==> config.mk <==
export PLATFORM = sky130hd
export DESIGN_NAME = csrb_plan
export DESIGN_NICKNAME = d
export VERILOG_FILES = /design/src/rtl/csrb_pkg.sv /design/src/rtl/csrb_plan.sv
export SDC_FILE = /design/constraint.sdc
export NUM_CORES = 1
export LEC_CHECK = 0
export ABC_AREA = 1
export CAP_MARGIN = 20
export CORE_MARGIN = 4
export CORE_UTILIZATION = 49
export CTS_BUF_LIST = sky130_fd_sc_hd__clkbuf_8
export CTS_CLUSTER_DIAMETER = 60
export CTS_CLUSTER_SIZE = 14
export DETAILED_ROUTE_END_ITERATION = 7
export DONT_BUFFER_PORTS = 1
export PLACE_DENSITY_LB_ADDON = 0.15
export SYNTH_ARGS = -nofsm -noshare
export SYNTH_HDL_FRONTEND = slang
export SYNTH_SLANG_ARGS = --single-unit
==> constraint.sdc <==
create_clock -name clk -period 3.7 [get_ports clk]
set_input_delay 0.37 -clock clk [delete_from_list [all_inputs] [get_ports clk]]
set_output_delay 0.37 -clock clk [all_outputs]
set_load 0.01 [all_outputs]
==> src/rtl/csrb_pkg.sv <==
// csrb_pkg: shared types and codes for the clipped sprite row blitter.
// Holds the per-item plan record passed from the decode stage to the control.
// No dependencies.
package csrb_pkg;

  localparam logic KIND_BLIT = 1'b0;
  localparam logic KIND_READ = 1'b1;

  // byte lanes of a big-endian framebuffer word
  localparam logic [1:0] LANE_LO   = 2'b01;
  localparam logic [1:0] LANE_HI   = 2'b10;
  localparam logic [1:0] LANE_BOTH = 2'b11;

  typedef struct packed {
    logic        is_read;
    logic        rd_ok;
    logic        drawn;
    logic        done;
    logic        erase;
    logic        u0_en;
    logic        u1_en;
    logic [1:0]  lane0;
    logic [1:0]  lane1;
    logic [15:0] val0;
    logic [15:0] val1;
  } csrb_plan_t;

endpackage

==> src/rtl/csrb_plan.sv <==
// csrb_plan: registered decode of one beat into clipping flags, word addresses,
// shifted unit values and byte lanes. Depends on csrb_pkg.
module csrb_plan
  import csrb_pkg::*;
#(
  parameter int SCREEN_WIDTH  = 640,
  parameter int SCREEN_HEIGHT = 400,
  parameter int AW            = 14
) (
  input  logic               clk,
  input  logic               load,
  input  logic               kind,
  input  logic signed [10:0] sprite_x,
  input  logic signed [9:0]  sprite_y,
  input  logic [7:0]         row_index,
  input  logic [15:0]        row_bits,
  input  logic               wide,
  input  logic               erase,
  input  logic               last_row,
  input  logic [13:0]        read_address,
  output csrb_plan_t         plan_r,
  output logic [AW-1:0]      addr0_r,
  output logic [AW-1:0]      addr1_r
);

  localparam int ROW_WORDS = (SCREEN_WIDTH + 15) / 16;
  localparam int FB_WORDS  = ROW_WORDS * SCREEN_HEIGHT;

  function automatic logic [15:0] place(input logic [15:0] v, input logic [1:0] lane);
    logic [15:0] r;
    unique case (lane)
      LANE_LO: r = {8'h00, v[7:0]};
      LANE_HI: r = {v[7:0], 8'h00};
      default: r = v;
    endcase
    return r;
  endfunction

  logic signed [10:0] row;
  logic               row_ok;
  logic               x_ok;
  logic               neg;
  logic [3:0]         neg_sh;
  logic [3:0]         off;
  logic [4:0]         back;
  logic [15:0]        mask16;
  logic [15:0]        bits16;
  logic [15:0]        v_first;
  logic [15:0]        v_second;
  logic [6:0]         word0;
  logic [6:0]         word1;
  logic [1:0]         lane0;
  logic [1:0]         lane1;
  logic               fits_two;
  logic [AW-1:0]      row_base;
  csrb_plan_t         plan_nxt;

  assign row    = sprite_y + $signed({3'b000, row_index});
  assign row_ok = !row[10] && (32'(row[9:0]) < SCREEN_HEIGHT);
  assign neg    = sprite_x[10];
  assign x_ok   = (wide ? (sprite_x >= -11'sd15) : (sprite_x >= -11'sd7)) &&
                  (neg || (32'(sprite_x[9:0]) < SCREEN_WIDTH));

  assign neg_sh = 4'd0 - sprite_x[3:0];
  assign off    = wide ? sprite_x[3:0] : {1'b0, sprite_x[2:0]};
  assign back   = (wide ? 5'd16 : 5'd8) - {1'b0, off};
  assign mask16 = wide ? 16'hFFFF : 16'h00FF;
  assign bits16 = row_bits & mask16;

  assign v_first  = neg ? ((bits16 << neg_sh) & mask16) : (bits16 >> off);
  assign v_second = (bits16 << back) & mask16;

  assign word0 = neg ? 7'd0 : {1'b0, sprite_x[9:4]};
  assign word1 = {1'b0, sprite_x[9:4]} + (wide ? 7'd1 : {6'd0, sprite_x[3]});
  assign lane0 = wide ? LANE_BOTH : ((neg || !sprite_x[3]) ? LANE_HI : LANE_LO);
  assign lane1 = wide ? LANE_BOTH : (sprite_x[3] ? LANE_HI : LANE_LO);

  assign fits_two = wide ? (32'(sprite_x[9:0]) + 32'd16 < SCREEN_WIDTH)
                         : (32'(sprite_x[9:0]) + 32'd8 < SCREEN_WIDTH);

  assign row_base = AW'(32'(row[9:0]) * ROW_WORDS);

  always_comb begin
    plan_nxt.is_read = (kind == KIND_READ);
    plan_nxt.rd_ok   = (32'(read_address) < FB_WORDS);
    plan_nxt.drawn   = (kind == KIND_BLIT) && x_ok && row_ok;
    plan_nxt.done    = (kind == KIND_BLIT) && last_row;
    plan_nxt.erase   = erase;
    plan_nxt.u0_en   = plan_nxt.drawn;
    plan_nxt.u1_en   = plan_nxt.drawn && !neg && (off != 4'd0) && fits_two;
    plan_nxt.lane0   = lane0;
    plan_nxt.lane1   = lane1;
    plan_nxt.val0    = place(v_first, lane0);
    plan_nxt.val1    = place(v_second, lane1);
  end

  always_ff @(posedge clk) begin
    if (load) begin
      plan_r  <= plan_nxt;
      addr0_r <= (kind == KIND_READ) ? AW'(read_address) : row_base + AW'(word0);
      addr1_r <= row_base + AW'(word1);
    end
  end

endmodule

==> impl_metrics.toml, run 1 <==
[run_status]
status = "completed"

[sta]
finalSetupViolations = 0
hold_ws_ps = 122
period_share_pct = 89.0
tns_ps = 0
slew_headroom_pct = 61.0
tightest_slew_ps = 577
rsz0062_at_grt = "no"
min_period_ps = 3290
final_hold_viol_count = 0
drv_slew = 0
max_freq_mhz = 304

[cts]
hold_buffers = 0
cts_tree = "done"
path_clk_slew_ps = 80
root_buffer = "clkbuf_8"
cts_buffers = 9
max-clock-path-buffers = 2
h-tree-depth = 3
cts_setup_buffers = 0
cts_resized = 0
cts_sinks = 70

[route]
drt-pass1-iter-count = 5
routed-via-count = 5026
first_iter_violations = 400
antenna_left = 0
wl_um = 15300
vias_per_cell = 5.55
wl_per_cell_um = 16.9
post-route-drc-count = 0

[placed_design]
portBuffers = 0
place_congestion = 0.907
dp_hpwl_um = 12400

[worst_setup_path]
max_stage_delay_ps = 380
crit_buf_inv = 3
cp_slowest_cell = "fa_1"
endpoint_kind = "register"
worstPathArrival_ps = 3400
crit_chain = "ha_1 -> inv_1 -> fa_1 -> inv_1 -> nand3_1 -> nand2_1 -> nand2_1 -> nand3_1 -> xor2_2 -> inv_1 -> nor2_1 -> nor2_1 -> ha_1 -> a21oi_1 -> nand2_1 -> xor2_1 -> nor2_2 -> nand3_1 -> nor2_1 -> nand3_1 -> nand3_1 -> nand2_1"
critPathMaxFanout = 6
worstPathRequired_ps = 3810
path_class = "in -> reg"
path_delay_family = "simple AND/OR/NAND/NOR gates"
startpoint_type = "input port"
cpMostUsedCell = "nand3_1"

[power]
peakVddDrop_v = 0.000283
power_density_mw_per_mm2 = 488
leakagePower_nw = 2.67

[yosys]
async_flop_share_pct = 0
yosys.area.top_type = "edfxtp_1"
synth-edff-count = 70
post-synth-top-count-cell = "nand2_1"
netlist_area_sq_mm = 0.00568
synth_fa_ha_area_share_pct = 7.23
ys_top_cells_by_count = "218 x nand2_1, 84 x inv_1, 70 x edfxtp_1, 65 x nor2_1, 64 x o21ai_0"
synth_xor_xnor_area_share_pct = 3.86
synth_fp_nets = 864
ys_warn_count = 0
ys_seq_elements = 70
synth-simple-area-share_pct = 27.7
synth_top_family_by_area = "simple AND/OR/NAND/NOR gates"
synth.area.top_cells = "edfxtp_1 37%, nand2_1 14%, ha_1 6.2%"
synth_mux_area_share_pct = 0.529
synth_cell_type_count = 47
syn_area_per_cell_sq_um = 7.39
synthFlopType = "edfxtp_1"
synth_compound_area_share_pct = 15.1
synthCells = 768
yosysTopAreaCellShare_pct = 37.0
yosysSeqAreaShare_pct = 37.0

[die]
die_h_um = 116
start_util_pct = 50.0
core.rowCount = 39
design.core.area_sq_mm = 0.0114
design.die.area_sq_mm = 0.0134
ios = 136
fp.dieW_um = 116

[layout]
drive_above_1_share_pct = 7.61
antennaDiodeCount = 0
fill_cells = 1124
nNetsFinal = 853
synthToLayoutAreaGrowth_pct = 4.60

[grt]
globalRouteOverflowTotal = 0
grt_pass1_vias = 4626
grt_pass1_wl_um = 24000
grt_usage_pct = 22.7
antenna_found_initial = 0
grt_max_degree = 71

[worst_hold_path]
hold_path.class = "in -> reg"

[flow_run]
drv_cap = 0
[sequential cells by signal (all words and copies together) (netlist names)]
| name | count |
|---|---|
| addr0_r | 14 |
| addr1_r | 14 |
| plan_r | 42 |
[cells by family after synthesis]
family          after synthesis
simple gates                371
fa+ha+maj                    31
mux                           3
buf+inv                     118
compound gates              153
xor+xnor                     22
flops                        70
[area by class of cell]
cell class	count	area, sq um	area share, %
multi-input cells	580	3100	52.2
flip-flops and latches	70	2100	35.4
inverters	94	355	5.98
well taps	143	179	3.01
clock buffers	9	124	2.09
clock inverters	7	65.1	1.10
repair buffers	2	15.0	0.253
[stage by stage]
step	setup slack [ps]	total power, mW	std cells	cell area (sq um)	utilization, %
3_5_place_dp	-11.2	2.32	889	5740	50.5
5_1_grt	55.2	3.11	905	5940	52.3
2_1_floorplan	364	2.05	768	5680	-
4_1_cts	372	2.91	905	5930	52.2
6_report	408	2.90	905	5940	52.3
3_3_place_gp	134	2.31	889	5740	50.5
[cell usage in the layout (no fill, tap or decap), drive strengths merged]
| cell | instances |
|---|---|
| mux2i | 3 |
| buf | 2 |
| o2111ai | 1 |
| clkbuf | 9 |
| nand4 | 8 |
| edfxtp | 70 |
| a22oi | 1 |
| a31o | 1 |
| clkinv | 6 |
| o31ai | 3 |
| ha | 28 |
| or2 | 7 |
| nand3b | 1 |
| o22ai | 3 |
| o21ai | 92 |
| and2 | 3 |
| clkinvlp | 1 |
| fa | 3 |
| a21oi | 35 |
| a221oi | 1 |
| nor2 | 73 |
| o211ai | 10 |
| inv | 93 |
| nand3 | 48 |
| xor2 | 19 |
| nor3 | 4 |
| xnor2 | 3 |
| a31oi | 4 |
| nand2 | 227 |
| o311ai | 1 |
| o221ai | 1 |
| bufinv | 1 |
[per-layer routing]
metal  part of all wire (%)  global-route usage (%)  vias to the layer above
li1                       -                       -                     2534
met1                     50                    35.0                     2304
met2                     41                    32.7                      177
met3                    7.9                    5.07                       11
met4                   0.83                    4.64                        0
met5                      0                       0                        -
[where the power goes]
part           internal [mW]  switching [mW]  total [mW]
clock network          0.307           0.286       0.593
registers               1.07           0.124        1.19
logic                  0.377           0.739        1.12
[worst paths after layout]
path | start | end | slack [ps] | depth (start not counted)
setup / recovery | sprite_y[0] | addr0_r[13]$_DFFE_PP_ | 410 | 22
hold / removal | kind | plan_r[42]$_DFFE_PP_ | 120 | 0
Power figures use the tool's default switching activity.
==> run 2: changes to the inputs <==
--- a/config.mk
+++ b/config.mk
@@ -7,8 +7,10 @@
 export LEC_CHECK = 0
 export ABC_AREA = 1
 export CAP_MARGIN = 20
+export CELL_PAD_IN_SITES_DETAIL_PLACEMENT = 1
+export CELL_PAD_IN_SITES_GLOBAL_PLACEMENT = 2
 export CORE_MARGIN = 4
-export CORE_UTILIZATION = 49
+export CORE_UTILIZATION = 33
 export CTS_BUF_LIST = sky130_fd_sc_hd__clkbuf_8
 export CTS_CLUSTER_DIAMETER = 60
 export CTS_CLUSTER_SIZE = 14
@@ -18,3 +20,4 @@
 export SYNTH_ARGS = -nofsm -noshare
 export SYNTH_HDL_FRONTEND = slang
 export SYNTH_SLANG_ARGS = --single-unit
+export TNS_END_PERCENT = 20
==> constraint.sdc (replaced) <==
create_clock -name clk -period 2.8 [get_ports clk]
set_input_delay 0.28 -clock clk [delete_from_list [all_inputs] [get_ports clk]]
set_output_delay 0.28 -clock clk [all_outputs]
set_load 0.01 [all_outputs]
==> impl_metrics.toml, run 2 (synthesis results as in run 1) <==
[sta]
max_freq_mhz = 345
final_hold_viol_count = 0
fin_ws_ps = -102
min_period_ps = 2900
tns_ps = -315
period_share_pct = 104
finalSetupViolations = 7
drv_slew = 0
tightest_slew_ps = 587
hold_ws_ps = 30.8
rsz0062_at_grt = "yes"
slew_headroom_pct = 60.6

[layout]
layout_common_cells = "213 x nand2_1, 82 x inv_1, 76 x buf_4, 70 x edfxtp_1, 61 x o21ai_0"
ff_latch_area_sq_mm = 0.00210
synthToLayoutAreaGrowth_pct = 18.5
final_cell_area_sq_mm = 0.00673
drive_above_1_share_pct = 19.2
antennaDiodeCount = 0
layout_commonest_cell = "nand2_1"
regMostFlops = "plan_r"
multi_input_area_sq_mm = 0.00324
nNetsFinal = 927
fill_cells = 2092
largest_reg_flops = 42
biggestRegsByFlops = "plan_r x42, addr0_r x14, addr1_r x14"
fin_util_pct = 40.3

[route]
post-route-drc-count = 0
wl_um = 18500
wl_per_cell_um = 17.5
routed-via-count = 5348
first_iter_violations = 250
antenna_left = 0
drt-pass1-iter-count = 4
vias_per_cell = 5.07

[worst_hold_path]
hold_path.class = "in -> reg"
min_from = "kind"

[worst_setup_path]
path_delay_family = "simple AND/OR/NAND/NOR gates"
worstPathArrival_ps = 3010
crit_buf_inv = 3
max_stage_delay_ps = 380
path_class = "in -> reg"
critPathMaxFanout = 4
startpoint_type = "input port"
startpoint = "row_index[0]"
crit_chain = "ha_4 -> buf_4 -> buf_4 -> nand2_1 -> nand2_1 -> nand2_1 -> o21ai_2 -> xor2_2 -> ha_1 -> ha_2 -> a21oi_2 -> or2_1 -> nand3_2 -> xor2_2 -> buf_4 -> nand3_2 -> nor2_1 -> nand3_1 -> nand3_1 -> nand2_1"
worstPathRequired_ps = 2910
cp_slowest_cell = "ha_2"
endpoint_kind = "register"
cpMostUsedCell = "nand2_1"

[cts]
path_clk_slew_ps = 80
cts_sinks = 70
max-clock-path-buffers = 2
hold_buffers = 0
cts_tree = "done"
h-tree-depth = 3
root_buffer = "clkbuf_8"
cts_buffers = 9

[die]
ios = 136
core.rowCount = 47
design.core.area_sq_mm = 0.0167
design.die.area_sq_mm = 0.0194
start_util_pct = 34.0
die_h_um = 139
fp.dieW_um = 139

[power]
power_density_mw_per_mm2 = 668
leakagePower_nw = 3.05
power.switching_mw = 1.77
power_switching_share_pct = 39.4
power.share.clock_pct = 17.9
peakVddDrop_v = 0.000253
comb_power_share_pct = 47.2
power_frac_seq_pct = 34.9
cellInternalPower_mw = 2.72

[grt]
grt_pass1_wl_um = 29900
grt_pass1_vias = 5563
globalRouteOverflowTotal = 0
grt_max_degree = 71
antenna_found_initial = 0
grt_usage_pct = 18.8

[run_status]
violations = "negative setup slack"
status = "complete, but fails checks"

[placed_design]
place_congestion = 0.857
dp_slack_ps = -642
portBuffers = 0
dp_hpwl_um = 15200
place_area_sq_mm = 0.00639

[flow_run]
drv_cap = 0
==> run 2: cell count changes in the layout (fill, tap and decap cells not counted), moves of 3 or more <==
| cell | delta |
|---|---|
| buf_4 | +74 |
| nor2_1 | -5 |
| nand2_1 | -5 |
| nand3_1 | -4 |
| nor2_2 | +4 |
| o21ai_0 | -3 |
| ha_1 | -3 |
| nand3_2 | +4 |
| inv_1 | -3 |
| nand2_2 | +4 |
==> run 2: routing by layer <==
metal | GRT usage, % | part of all wire, %
met4 | 4.02 | 0.57
met3 | 4.07 | 5.9
met2 | 28.5 | 44
met5 | 0 | 0
met1 | 27.7 | 50
==> run 2: final cells by class <==
type	count	share of cell area (%)
multi-input cells	580	48.2
flip-flops and latches	70	31.2
repair buffers	76	8.48
inverters	94	5.28
well taps	220	4.09
clock buffers	9	1.84
clock inverters	6	0.929
==> run 2: through the flow <==
step | cells | power [mW]
floorplan | 768 | 2.73
global placement | 1035 | 3.49
detailed placement | 1035 | 3.55
CTS | 1054 | 4.47
global route | 1055 | 4.82
finish | 1055 | 4.49
==> run 2: final timing paths <==
check / end / slack [ps] / cells past startpoint
max: addr0_r[13]$_DFFE_PP_ / -100 / 20
min: plan_r[42]$_DFFE_PP_ / 30 / 0
==> run 2: what timing repair did <==
action,CTS,global route
pin swaps,18,18
gates resized for setup,15,14
buffers inserted,4,1
endpoints found under the setup margin,8,13
==> run 2: power groups by stage <==
| stage | registers [mW] | logic (mW) | clock network, mW |
|---|---|---|---|
| 2_1_floorplan | 1.56 | 1.17 | 0 |
| 3_3_place_gp | 1.60 | 1.89 | 0 |
| 3_5_place_dp | 1.60 | 1.95 | 0 |
| 4_1_cts | 1.58 | 2.06 | 0.830 |
| 5_1_grt | 1.59 | 2.36 | 0.875 |
| 6_report | 1.57 | 2.12 | 0.803 |
==> run 3: changes to the inputs <==
--- a/config.mk
+++ b/config.mk
@@ -5,18 +5,17 @@
 export SDC_FILE = /design/constraint.sdc
 export NUM_CORES = 1
 export LEC_CHECK = 0
-export ABC_AREA = 1
 export CAP_MARGIN = 20
 export CELL_PAD_IN_SITES_DETAIL_PLACEMENT = 1
 export CELL_PAD_IN_SITES_GLOBAL_PLACEMENT = 2
-export CORE_MARGIN = 4
-export CORE_UTILIZATION = 33
+export CORE_UTILIZATION = 37
 export CTS_BUF_LIST = sky130_fd_sc_hd__clkbuf_8
 export CTS_CLUSTER_DIAMETER = 60
 export CTS_CLUSTER_SIZE = 14
 export DETAILED_ROUTE_END_ITERATION = 7
 export DONT_BUFFER_PORTS = 1
 export PLACE_DENSITY_LB_ADDON = 0.15
+export RECOVER_POWER = 50
 export SYNTH_ARGS = -nofsm -noshare
 export SYNTH_HDL_FRONTEND = slang
 export SYNTH_SLANG_ARGS = --single-unit
==> impl_metrics.toml, run 3 <==
[power]
power.share.clock_pct = 16.9
p_total_mw = 4.48
power.switching_mw = 1.60
comb_power_share_pct = 47.7
power_frac_seq_pct = 35.4
power_switching_share_pct = 35.8
leakagePower_nw = 2.62
cellInternalPower_mw = 2.87
peakVddDrop_v = 0.000233
power_density_mw_per_mm2 = 672

[cts]
h-tree-depth = 3
cts_buffers = 9
hold_buffers = 0
root_buffer = "clkbuf_8"
cts_tree = "done"
max-clock-path-buffers = 2
path_clk_slew_ps = 70
cts_sinks = 70

[layout]
largest_reg_flops = 42
regMostFlops = "plan_r"
fin_util_pct = 45.4
antennaDiodeCount = 0
final_cell_area_sq_mm = 0.00667
synthToLayoutAreaGrowth_pct = 17.9
drive_above_1_share_pct = 23.1
nNetsFinal = 737
layout_commonest_cell = "buf_4"
biggestRegsByFlops = "plan_r x42, addr0_r x14, addr1_r x14"
layout_common_cells = "74 x buf_4, 70 x edfxtp_1, 59 x nor2_1, 39 x nand2_1, 36 x a21oi_1"

[worst_setup_path]
worstPathArrival_ps = 3240
path_class = "in -> reg"
startpoint_type = "input port"
startpoint = "sprite_y[0]"
endpoint_kind = "register"
critPathMaxFanout = 4
worstPathRequired_ps = 2890

[sta]
drv_slew = 0
rsz0062_at_grt = "yes"
min_period_ps = 3150
final_hold_viol_count = 0
fin_ws_ps = -353
slew_headroom_pct = 66.5
max_freq_mhz = 317
period_share_pct = 113
tightest_slew_ps = 497
finalSetupViolations = 9

[route]
post-route-drc-count = 14
wl_met3_um = 898
wl_met1_um = 8370
antenna_left = 0
vias_per_cell = 5.64
routed-via-count = 4678
wl_um = 16700
routed.top_layer = "met4"
first_iter_violations = 288
met2_wirelength_um = 7320
drt-pass1-iter-count = 8
wl_per_cell_um = 20.1

[worst_hold_path]
hold_end = "plan_r[38]$_DFFE_PP_"
holdPathStages = 0
hold_path.class = "in -> reg"
min_from = "erase"

[placed_design]
portBuffers = 0
dp_hpwl_um = 13200
place_congestion = 0.852
place_area_sq_mm = 0.00635
dp_slack_ps = -831

[yosys]
syn_area_per_cell_sq_um = 9.68
synth.area.top_cells = "edfxtp_1 37%, ha_1 6.2%, mux2i_1 4.2%"
netlist_area_sq_mm = 0.00565
ys_top_cells_by_count = "70 x edfxtp_1, 62 x nor2_1, 40 x a21oi_1, 39 x nand2_1, 29 x o21ai_0"
async_flop_share_pct = 0
yosys.area.top_type = "edfxtp_1"
yosysTopAreaCellShare_pct = 37.2
synth-edff-count = 70
synthCells = 584
yosysSeqAreaShare_pct = 37.2
post-synth-top-count-cell = "edfxtp_1"
synthFlopType = "edfxtp_1"
synth_cell_type_count = 72
ys_warn_count = 0
ys_seq_elements = 70
synth_fp_nets = 680

[die]
design.die.area_sq_mm = 0.0158
die_h_um = 126
core.rowCount = 44
ios = 136
start_util_pct = 38.5
fp.dieW_um = 126
design.core.area_sq_mm = 0.0147

[grt]
grt_max_degree = 71
grt_pass1_wl_um = 26200
antenna_found_initial = 0
grt_usage_pct = 21.2
globalRouteOverflowTotal = 0
grt_pass1_vias = 4763

[run_status]
violations = "design-rule violations, negative setup slack"
status = "complete, but fails checks"

[flow_run]
drv_cap = 0
-- run 3: logic make-up after synthesis --
| logic type | count (synthesis) | share of synthesized area, % |
|---|---|---|
| AND/OR/NAND/NOR | 186 | 16.5 |
| XOR/XNOR | 41 | 6.59 |
| buffers and inverters | 49 | 3.83 |
| adder cells (fa/ha/maj) | 31 | 7.26 |
| multiplexers | 44 | 10.0 |
| AO/OA/AOI/OAI | 163 | 18.7 |
| flip-flops | 70 | 37.2 |
-- run 3: metal layers --
metal / global-route usage, % / up-vias
li1: - / 2283
met1: 31.4 / 2259
met2: 32.1 / 131
met3: 3.48 / 5
met4: 4.88 / 0
met5: 0 / -
-- run 3: critical path: stages --
cell	delay (ps)
ha_4	130
inv_2	40
fa_2	360
nand2b_4	180
nand2b_4	70
a21oi_2	60
xnor2_2	150
buf_4	160
xor2_1	150
ha_1	350
or3b_1	370
mux2i_1	180
a211oi_2	100
a2bb2oi_2	170
nor4_2	200
xnor2_1	200
o21ai_1	100
-- run 3: power groups by stage --
stage               Clock, mW  Sequential, mW  Combinational (mW)
floorplan                   0            1.58                1.29
global placement            0            1.61                1.93
detailed placement          0            1.61                2.00
CTS                     0.792            1.59                2.09
global route            0.807            1.60                2.34
finish                  0.757            1.58                2.14
-- run 3: worst max-delay path by stage --
stage,end,slack [ps],cells after the start
detailed placement,addr0_r[13]$_DFFE_PP_,-830,17
finish,addr0_r[12]$_DFFE_PP_,-350,17
global placement,addr0_r[13]$_DFFE_PP_,-690,17
global route,addr0_r[13]$_DFFE_PP_,-520,13
CTS,addr1_r[11]$_DFFE_PP_,-370,16
floorplan,addr1_r[11]$_DFFE_PP_,-590,16
-- run 3: what timing repair did --
action,4_1_cts,5_1_grt
setup buffers,1,2
setup endpoints to repair,10,11
pin swaps,5,9
gates resized for setup,11,13
-- run 3: through the flow --
stage	setup TNS [ps]	cells	hold WS (ps)
global placement	-6300	811	379
finish	-2230	829	38.0
floorplan	-4470	584	379
detailed placement	-7470	811	379
global route	-3720	829	13.5
CTS	-2280	827	5.64
-- run 3: layout make-up --
class | instances | area, sq um
fill | 1650 | 8030
multi-input combinational | 465 | 3500
sequential | 70 | 2100
timing repair buffer | 77 | 591
tap | 184 | 230
clock buffer | 9 | 124
inverter | 18 | 67.6
clock inverter | 6 | 55.1
